[src/rtl/ldnw_pkg.sv]
// shared types and constants for the lcd decimal number writer
`default_nettype none

package ldnw_pkg;

    // fixed field widths
    localparam int unsigned NUM_W    = 32;
    localparam int unsigned COL_W    = 6;
    localparam int unsigned BASE_W   = COL_W + 1;
    localparam int unsigned BYTE_W   = 8;
    localparam int unsigned BCD_DIGS = 10;
    localparam int unsigned BCD_W    = 4 * BCD_DIGS;
    localparam int unsigned BITC_W   = 5;

    // lcd bus codes
    localparam logic [BYTE_W-1:0] DDRAM_CMD  = 8'h80;
    localparam logic [BYTE_W-1:0] ASCII_ZERO = 8'h30;

    // commands from the controller to the datapath
    typedef struct packed {
        logic load;      // capture a new number
        logic step;      // one shift-add-3 conversion step
        logic count;     // size the digit run
        logic sel_data;  // present the character write, else the address write
        logic advance;   // move to the next digit
    } t_cmd;

    // status from the datapath to the controller
    typedef struct packed {
        logic conv_done;   // last conversion step in progress
        logic last_digit;  // current digit is the least significant one
    } t_stat;

endpackage

`default_nettype wire

[src/rtl/lcd_decimal_number_writer.sv]
// lcd decimal number writer: 32-bit number to a run of address and character writes
// the first write follows 32 shift-add-3 conversion steps and one step that sizes the digit run
// a new number is taken only back in idle, once every write of the last one has been accepted
// reset: synchronous active low, returns the sequencer to idle ready for input
`default_nettype none

module lcd_decimal_number_writer #(
    parameter int unsigned MAX_DIGITS = 10
) (
    input  wire        i_clk,
    input  wire        i_rst_n,
    // input stream
    input  wire        i_s_tvalid,
    output logic       o_s_tready,
    input  wire [39:0] i_s_tdata,   // number [31:0], column [37:32], zero [39:38]
    input  wire        i_s_tuser,   // row
    // output stream
    output logic       o_m_tvalid,
    input  wire        i_m_tready,
    output logic [7:0] o_m_tdata,   // bus_byte [7:0]
    output logic       o_m_tuser,   // reg_select
    output logic       o_m_tlast    // last
);

    ldnw_pkg::t_cmd  w_cmd;
    ldnw_pkg::t_stat w_stat;

    ldnw_ctrl u_ctrl (
        .i_clk     (i_clk),
        .i_rst_n   (i_rst_n),
        .i_s_valid (i_s_tvalid),
        .i_m_ready (i_m_tready),
        .i_stat    (w_stat),
        .o_cmd     (w_cmd),
        .o_s_ready (o_s_tready),
        .o_m_valid (o_m_tvalid)
    );

    ldnw_dp #(
        .MAX_DIGITS (MAX_DIGITS)
    ) u_dp (
        .i_clk        (i_clk),
        .i_cmd        (w_cmd),
        .i_number     (i_s_tdata[31:0]),
        .i_row        (i_s_tuser),
        .i_column     (i_s_tdata[37:32]),
        .o_stat       (w_stat),
        .o_reg_select (o_m_tuser),
        .o_bus_byte   (o_m_tdata),
        .o_last       (o_m_tlast)
    );

    // input is never taken while writes are pending
    a_no_overlap: assert property (@(posedge i_clk) disable iff (!i_rst_n)
        !(o_m_tvalid && o_s_tready))
        else $error("input ready while output valid");

    // an accepted number is converted before any write appears
    a_conv_gap: assert property (@(posedge i_clk) disable iff (!i_rst_n)
        (i_s_tvalid && o_s_tready) |=> !o_m_tvalid)
        else $error("write issued before conversion");

    // address writes carry the set-ddram command bit
    a_cmd_bit: assert property (@(posedge i_clk) disable iff (!i_rst_n)
        (o_m_tvalid && !o_m_tuser) |-> (o_m_tdata[7] && !o_m_tlast))
        else $error("bad address write");

    // character writes are decimal digits
    a_digit: assert property (@(posedge i_clk) disable iff (!i_rst_n)
        (o_m_tvalid && o_m_tuser) |-> (o_m_tdata >= 8'h30 && o_m_tdata <= 8'h39))
        else $error("character write out of range");

    // the final transaction of a run returns to idle
    a_run_end: assert property (@(posedge i_clk) disable iff (!i_rst_n)
        (o_m_tvalid && i_m_tready && o_m_tlast) |=> o_s_tready)
        else $error("not idle after last write");

endmodule

`default_nettype wire

[src/rtl/ldnw_ctrl.sv]
// sequencer for conversion and emission of lcd bus writes
`default_nettype none

module ldnw_ctrl (
    input  wire             i_clk,
    input  wire             i_rst_n,
    input  wire             i_s_valid,
    input  wire             i_m_ready,
    input  ldnw_pkg::t_stat i_stat,
    output ldnw_pkg::t_cmd  o_cmd,
    output logic            o_s_ready,
    output logic            o_m_valid
);

    localparam logic [2:0] S_IDLE  = 3'd0;
    localparam logic [2:0] S_CONV  = 3'd1;
    localparam logic [2:0] S_COUNT = 3'd2;
    localparam logic [2:0] S_CMD   = 3'd3;
    localparam logic [2:0] S_DATA  = 3'd4;

    logic [2:0] r_state;
    logic [2:0] n_state;
    logic       w_out_hs;

    assign o_s_ready = (r_state == S_IDLE);
    assign o_m_valid = (r_state == S_CMD) || (r_state == S_DATA);
    assign w_out_hs  = o_m_valid && i_m_ready;

    // next state and commands
    always_comb begin
        n_state = r_state;
        o_cmd   = '0;
        case (r_state)
            S_IDLE: begin
                if (i_s_valid) begin
                    o_cmd.load = 1'b1;
                    n_state    = S_CONV;
                end
            end
            S_CONV: begin
                o_cmd.step = 1'b1;
                if (i_stat.conv_done) begin
                    n_state = S_COUNT;
                end
            end
            S_COUNT: begin
                o_cmd.count = 1'b1;
                n_state     = S_CMD;
            end
            S_CMD: begin
                if (w_out_hs) begin
                    n_state = S_DATA;
                end
            end
            S_DATA: begin
                o_cmd.sel_data = 1'b1;
                if (w_out_hs) begin
                    o_cmd.advance = 1'b1;
                    n_state       = i_stat.last_digit ? S_IDLE : S_CMD;
                end
            end
            default: begin
                n_state = S_IDLE;
            end
        endcase
    end

    // state register
    always_ff @(posedge i_clk) begin
        if (!i_rst_n) begin
            r_state <= S_IDLE;
        end else begin
            r_state <= n_state;
        end
    end

endmodule

`default_nettype wire

[src/rtl/ldnw_dp.sv]
// binary to bcd conversion and lcd write formatting
`default_nettype none

module ldnw_dp #(
    parameter int unsigned MAX_DIGITS = 10
) (
    input  wire                            i_clk,
    input  ldnw_pkg::t_cmd                 i_cmd,
    input  wire [ldnw_pkg::NUM_W-1:0]      i_number,
    input  wire                            i_row,
    input  wire [ldnw_pkg::COL_W-1:0]      i_column,
    output ldnw_pkg::t_stat                o_stat,
    output logic                           o_reg_select,
    output logic [ldnw_pkg::BYTE_W-1:0]    o_bus_byte,
    output logic                           o_last
);

    // digits actually kept and shown
    localparam int unsigned KEEP = (MAX_DIGITS < ldnw_pkg::BCD_DIGS) ?
                                   MAX_DIGITS : ldnw_pkg::BCD_DIGS;
    localparam int unsigned CW   = $clog2(KEEP + 1);

    logic [ldnw_pkg::NUM_W-1:0]  r_bin;
    logic [ldnw_pkg::BCD_W-1:0]  r_bcd;
    logic [ldnw_pkg::BITC_W-1:0] r_bit_cnt;
    logic [ldnw_pkg::BASE_W-1:0] r_base;
    logic [CW-1:0]               r_idx;
    logic [CW-1:0]               r_pos;

    logic [ldnw_pkg::BCD_W-1:0]  w_adj;
    logic [3:0]                  w_nd;
    logic [CW-1:0]               w_cnt;
    logic [3:0]                  w_dig;
    logic [ldnw_pkg::BYTE_W-1:0] w_addr;

    // add 3 to every bcd digit of 5 or more before the shift
    always_comb begin
        logic [3:0] d;
        d = '0;
        for (int k = 0; k < ldnw_pkg::BCD_DIGS; k++) begin
            d = r_bcd[4*k +: 4];
            w_adj[4*k +: 4] = (d >= 4'd5) ? (d + 4'd3) : d;
        end
    end

    // number of significant digits, clamped to the kept ones
    always_comb begin
        w_nd = 4'd1;
        for (int k = 1; k < ldnw_pkg::BCD_DIGS; k++) begin
            if (r_bcd[4*k +: 4] != 4'd0) begin
                w_nd = 4'(k + 1);
            end
        end
        if (w_nd > 4'(KEEP)) begin
            w_cnt = CW'(KEEP);
        end else begin
            w_cnt = CW'(w_nd);
        end
    end

    // digit under emission
    always_comb begin
        w_dig = 4'd0;
        for (int k = 0; k < KEEP; k++) begin
            if (r_idx == CW'(k)) begin
                w_dig = r_bcd[4*k +: 4];
            end
        end
    end

    // ddram address wraps at 256, bit 7 forced by the command code
    assign w_addr = {1'b0, r_base} + ldnw_pkg::BYTE_W'(r_pos);

    assign o_reg_select = i_cmd.sel_data;
    assign o_bus_byte   = i_cmd.sel_data ? (ldnw_pkg::ASCII_ZERO + {4'd0, w_dig})
                                         : (ldnw_pkg::DDRAM_CMD | w_addr);
    assign o_last       = i_cmd.sel_data && (r_idx == '0);

    assign o_stat.conv_done  = (r_bit_cnt == {ldnw_pkg::BITC_W{1'b1}});
    assign o_stat.last_digit = (r_idx == '0);

    // conversion and emission registers
    always_ff @(posedge i_clk) begin
        if (i_cmd.load) begin
            r_bin     <= i_number;
            r_bcd     <= '0;
            r_bit_cnt <= '0;
            r_base    <= {i_row, i_column};
        end else if (i_cmd.step) begin
            r_bcd     <= {w_adj[ldnw_pkg::BCD_W-2:0], r_bin[ldnw_pkg::NUM_W-1]};
            r_bin     <= {r_bin[ldnw_pkg::NUM_W-2:0], 1'b0};
            r_bit_cnt <= r_bit_cnt + 1'b1;
        end
        if (i_cmd.count) begin
            r_idx <= w_cnt - 1'b1;
            r_pos <= '0;
        end else if (i_cmd.advance) begin
            r_idx <= r_idx - 1'b1;
            r_pos <= r_pos + 1'b1;
        end
    end

endmodule

`default_nettype wire

[config.mk]
export PLATFORM = sky130hd
export DESIGN_NAME = lcd_decimal_number_writer
export DESIGN_NICKNAME = d
export VERILOG_FILES = /design/src/rtl/ldnw_pkg.sv /design/src/rtl/lcd_decimal_number_writer.sv /design/src/rtl/ldnw_ctrl.sv /design/src/rtl/ldnw_dp.sv
export SDC_FILE = /design/constraint.sdc
export NUM_CORES = 1
export LEC_CHECK = 0
export BUFFER_PORTS_ARGS = -buffer_cell sky130_fd_sc_hd__buf_4
export CORE_ASPECT_RATIO = 0.5
export CORE_MARGIN = 5
export CORE_UTILIZATION = 45
export CTS_CLUSTER_SIZE = 14
export DETAILED_ROUTE_END_ITERATION = 10
export HOLD_SLACK_MARGIN = 0.03
export PLACE_DENSITY = 0.71
export SLEW_MARGIN = 20
export SYNTH_ARGS = -nofsm -noshare
export SYNTH_HDL_FRONTEND = slang
export SYNTH_HIERARCHICAL = 1
export SYNTH_SLANG_ARGS = --single-unit
[constraint.sdc]
create_clock -name i_clk -period 2.15 [get_ports i_clk]
set_clock_uncertainty 0.15 [all_clocks]
set_input_delay 0.1075 -clock i_clk [delete_from_list [all_inputs] [get_ports i_clk]]
set_output_delay 0.1075 -clock i_clk [all_outputs]
set_load 0.02 [all_outputs]
-- Word level (Yosys, flattened, before mapping)
Cells that the tools add are included.
- bits in registers: 95
- latch bits: 0
- memory bits (writable): 0
- bits in read-only memories: 0
- input bits: 45
- output and inout port bits: 12
- logic and storage cells: 116
- memories: 0
- add/subtract/negate cells: 16
- multiply operators: 0
- div/mod/pow operators: 0
- magnitude comparators: 11
- equality and inequality tests: 18
- shifts and indexed selects: 0
- multiplexer cells: 47
- bitwise logic cells: 0
- reduce and logical (&&, ||, !) cells: 17
- operators by type and width (cell ; count):
    2-to-1 mux 4 bit ; 25
    2-to-1 mux 32 bit ; 2
    greater-or-equal comparator 4 x 3 -> 1 bit, second input constant ; 10
    adder 4 x 2 -> 4 bit, second input constant ; 9
    nonzero test 4 bit ; 9
    2-to-1 mux 3 bit ; 9
    equality test 4 x 3 -> 1 bit, second input constant ; 4
    one-hot mux 3 bit (5 select lines) ; 1
    equality test 4 x 2 -> 1 bit, second input constant ; 2
    equality test 4 bit, second input constant ; 2
    2-to-1 mux 2 bit ; 4
    2-to-1 mux 8 bit ; 1
    subtractor 4 x 1 -> 4 bit, second input constant ; 2
    adder 6 x 4 -> 7 bit, first input constant ; 1
    adder 7 x 4 -> 7 bit ; 1
    equality test 3 x 2 -> 1 bit, second input constant ; 2
    != test 2 x 1 -> 1 bit, second input constant ; 3
    adder 5 x 1 -> 5 bit, second input constant ; 1
    equality test 5 bit, second input constant ; 1
    2-to-1 mux 1 bit ; 5
    adder 4 x 1 -> 4 bit, second input constant ; 1
    equality test 4 x 1 -> 1 bit, second input constant ; 1
    greater-than comparator 4 bit, second input constant ; 1
    logical NOT 4 bit ; 1
    9 further kinds ; 11

-- Depth between registers and ports, before layout
- word-level depth: 14
- depth in mapped cells: 10
- gate-level depth less buffers: 10

-- Cells and area by module
Netlist, hierarchy kept.
- by module, submodules not included (module ; instances ; cells an instance ; area an instance (um2) ; seq. area each (um2)):
    ldnw_dp ; 1 ; 557 ; 5315.1 ; 2272.2
    ldnw_ctrl ; 1 ; 28 ; 240.2 ; 60.1

-- Worst setup path after synthesis
No wires, ideal clock.
- path type: flip-flop to flip-flop
- start: register u_ctrl.r_state[1]
- end: register u_dp/r_bin[0] in the netlist's numbering (enable)
- setup time: 0.375 ns
- arrival: 2.284 ns
- required time: 1.625 ns
- path slack: -0.658 ns
- cell stages (with the launch flop): 7
- path buffers: 3
- period minus slack after synthesis: 2.808 ns
- cells stage by stage: dfxtp_1 > buf_6 > nor3_1 > and2_1 > clkbuf_1 > clkbuf_1 > or2_2
- RTL lines (item ; line ; RTL):
    start: declaration ; ldnw_ctrl.sv:21 ; logic [2:0] r_state;
    start signal: assignment ; ldnw_ctrl.sv:73 ; r_state <= n_state;
    end signal: assignment ; ldnw_dp.sv:85 ; r_bin <= i_number;
    end signal: assignment ; ldnw_dp.sv:91 ; r_bin <= {r_bin[ldnw_pkg::NUM_W-2:0], 1'b0};
    end: declaration ; ldnw_dp.sv:23 ; logic [ldnw_pkg::NUM_W-1:0] r_bin;

-- Worst setup path after layout
- start: register u_dp.r_idx[0]
- end: output port o_m_tdata[1]
- cells in the longest elaborated chain, start to end: 13
- elaborated cells on any way between the ends: 22
- those cells by class: 1 x add/sub; 9 x eq/ne; 11 x mux; 1 x reduce/logical
- RTL lines (item ; line ; RTL):
    start: declaration ; ldnw_dp.sv:27 ; logic [CW-1:0] r_idx;
    start signal: assignment ; ldnw_dp.sv:95 ; r_idx <= w_cnt - 1'b1;
    start signal: assignment ; ldnw_dp.sv:98 ; r_idx <= r_idx - 1'b1;
    logical NOT 4 bit ; ldnw_dp.sv:65 ; if (r_idx == CW'(k)) begin
    2-to-1 mux 4 bit (9 in series) ; ldnw_dp.sv:65 ;
    2-to-1 mux 4 bit (*) ; ldnw_dp.sv:65 ;
    adder 6 x 4 -> 7 bit (*) ; ldnw_dp.sv:75 ; assign o_bus_byte = i_cmd.sel_data ? (ldnw_pkg::ASCII_ZERO + {4'd0, w_dig})
    2-to-1 mux 8 bit (*) ; ldnw_dp.sv:75 ;
    end: declaration ; lcd_decimal_number_writer.sv:20 ; output logic [7:0] o_m_tdata,
Every way passes the cells marked *; elsewhere a longest branch is shown, timed or not.

==> flow_summary_export.csv <==
group,metric,value,unit
worst_setup_path,crit_path_max_incr_delay,430,ps
clock_tree,path_clk_slew,70,ps
sta,rsz0062_at_grt,"true",
yosys,synth.distinct_cells,57,
yosys,async_flop_share,0,
placement,dp_slack,-69.4,ps
yosys,synthFlopType,"dfxtp_1",
floorplan,coreArea,11900,sq um
worst_setup_path,arrival,2210,ps
clock_tree,cts_tree,"built",
floorplan,initial_core_util,0.465,
placement,dp.cells,829,
sta,hold_viol,0,
clock_tree,htree_levels,3,
layout,final_cell_mix,"buf_4, nand2_1, dfxtp_1",
sta,setup_ws,-319,ps
grt,grt_usage,0.189,
detailed_routing,ant_nets,0,
yosys,synth_edf_count,43,
sta,min_period,2470,ps
yosys,avgSynthCellArea,9.50,sq um
yosys,synthCells,585,
placement,hpwl,9.07,mm
detailed_routing,drtPass1Iterations,6,
layout,final_common_cell,"buf_4",
layout,nNetsFinal,804,
floorplan,die_x,167,microns
floorplan,fp.dieArea,14800,sq um
floorplan,row_count,28,
yosys,synth_nets,665,
pwr,leakagePower,3.01,nW
clock_tree,cts_root_buffer,"clkbuf_16",
grt,grt_max_degree,34,
layout,stdcell_count,894,
yosys,ys_warn_count,6,
run,drv_cap,0,
yosys,ys_seq_elements,95,
sta,fmax,405,MHz
worst_setup_path,cp_max_fo,7,
run_status,run_status,"complete, but fails checks",
floorplan,io_pins,57,
run_status,violations,"negative setup slack",
layout,post-route-util,0.630,
worst_setup_path,required,1890,ps
grt,antenna_found_initial,0,
yosys,synth_area,5560,sq um
layout,design_area,7530,sq um
worst_setup_path,crit_path_cell_trace,"buf_4 > ha_4 > a211oi_1 > a311oi_2 > a31oi_1 > a221oi_1 > o21a_1 > buf_6",
pwr,cellPowerDensity,576,nW/um^2
detailed_routing,drt-total-wl,14.0,mm
grt,grt_pass1_vias,4712,
clock_tree,clock_latency,340,ps
sta,final.period_utilization,1.15,
sta,slew_violations,0,
layout,diodes,0,
pwr,peakVddDrop,0.000488,V
detailed_routing,vias,4790,
sta,tightest_slew,551,ps
detailed_routing,wl_per_cell,15.6,microns
worst_setup_path,cp-start-kind,"flip-flop",
layout,syn_to_final_growth,35.6,%
worst_setup_path,path_class,"flip-flop to primary output",
grt,grt_pass1_wl,22.7,mm
yosys,yosysSeqAreaShare,0.420,
placement,place_area,6460,sq um
layout,drive_gt1_frac,0.316,
detailed_routing,drcViolationCount,0,
grt,grt-ovfl-total,0,
worst_setup_path,end_kind,"primary output",
worst_setup_path,critPathSlowestCell,"edfxtp_1",
placement,place.gp.congestion,0.890,
detailed_routing,viasPerCell,5.36,
floorplan,die_h,88.6,microns
sta,relSlewSlack,0.632,
sta,setup_viol,7,
clock_tree,cts_buffer_depth,2,
detailed_routing,drt_iter0_markers,237,
placement,port_buffers,54,
worst_hold_path,hold_class,"input port to flip-flop",
clock_tree,numCtsBuffers,9,
clock_tree,clock-sinks,95,
[flip-flops by register name (all words and copies together) (netlist names)]
name / count
u_dp/r_pos: 4
u_ctrl/r_state: 3
u_dp/r_base: 7
u_dp/r_bin: 32
u_dp/r_idx: 4
u_dp/r_bcd: 40
u_dp/r_bit_cnt: 5
[through the flow]
| stage | setup TNS, ps | power [mW] | hold slack, ps |
|---|---|---|---|
| after floorplan | 0 | 2.48 | 56.4 |
| after global placement | -29.4 | 2.64 | 136 |
| after detailed placement | -69.4 | 2.66 | 137 |
| after CTS | -957 | 4.35 | 321 |
| after global routing | -2010 | 4.52 | 322 |
| final | -1270 | 4.34 | 331 |
[kinds of logic (layout without fill, tap and decap cells)]
| logic type | Yosys count | count (layout) | share of synthesized area |
|---|---|---|---|
| fa+ha+maj | 35 | 35 | 0.0802 |
| simple gates | 174 | 174 | 0.156 |
| mux | 50 | 50 | 0.0971 |
| buf+inv | 63 | 207 | 0.0498 |
| flops | 95 | 95 | 0.420 |
| xor+xnor | 31 | 31 | 0.0489 |
| compound gates | 137 | 137 | 0.148 |
[critical path, delay by kind of cell, from the launching register on]
| kind | cells | cell delay (ps) |
|---|---|---|
| adders and majority gates | 1 | 180 |
| AOI/OAI and AO/OA | 5 | 950 |
| buffers and inverters | 2 | 300 |
| DFF | 1 | 430 |
[metal layers]
metal | wire length [microns] | global-route usage
met5 | 0 | 0
met3 | 862 | 0.0518
met1 | 6200 | 0.233
met4 | 257 | 0.0552
met2 | 6670 | 0.333
[synthesized netlist by cell type (3+ instances only)]
master,count,area (sq um)
a211oi_1,4,30.0
nor2_1,35,131
dfxtp_1,52,1040
a21o_1,9,67.6
inv_1,32,120
buf_2,16,80.1
o211ai_1,12,90.1
nor3b_1,7,52.6
mux2_2,31,349
nand3_1,23,115
nand4_1,3,18.8
nor3_1,5,25.0
and2_1,5,31.3
a31oi_1,6,37.5
mux2i_1,19,190
nand2b_1,14,87.6
xnor2_1,22,193
nor2b_1,6,37.5
clkbuf_1,9,33.8
xor2_1,9,78.8
o21ai_0,37,185
o31ai_1,3,22.5
edfxtp_1,43,1290
ha_1,34,425
a21oi_1,51,255
nand2_1,62,233
[report_power, final]
part | leakage, nW | switching [mW] | internal, mW
logic | 2.03 | 0.278 | 0.301
registers | 0.840 | 0.0699 | 2.06
clock network | 0.145 | 0.711 | 0.916
total | 3.01 | 1.06 | 3.28
[area by class of cell]
class                      count  area [sq um]
clock buffer                  11           233
clock inverter                 5          65.1
fill                         914          4410
inverter                      33           124
multi-input combinational    427          3210
sequential                    95          2340
tap                          165           206
timing repair buffer         158          1350
[worst paths after layout]
kind | from | to | slack [ps] | depth (start not counted)
setup / recovery | u_dp/r_idx[0]$_DFFE_PP_ | o_m_tdata[1] | -320 | 8
hold / removal | i_s_tdata[37] | u_dp/r_base[5]$_DFFE_PP_ | 330 | 2
setup reg to reg | u_dp/r_bcd[5]$_SDFFE_PP0P_ | u_dp/r_idx[2]$_DFFE_PP_ | 20 | 10
hold reg to reg | u_dp/r_bin[31]$_DFFE_PP_ | u_dp/r_bcd[0]$_SDFFE_PP0P_ | 350 | 2
[repair_timing]
| action | 4_1_cts | 5_1_grt |
|---|---|---|
| pin swaps | 13 | 29 |
| gates resized for setup | 30 | 53 |
| endpoints found under the setup margin | 10 | 10 |
| endpoints found under the hold margin | 42 | 0 |
| setup buffers | 3 | 4 |
| hold buffers | 42 | 0 |
Power figures use the tool's default switching activity.
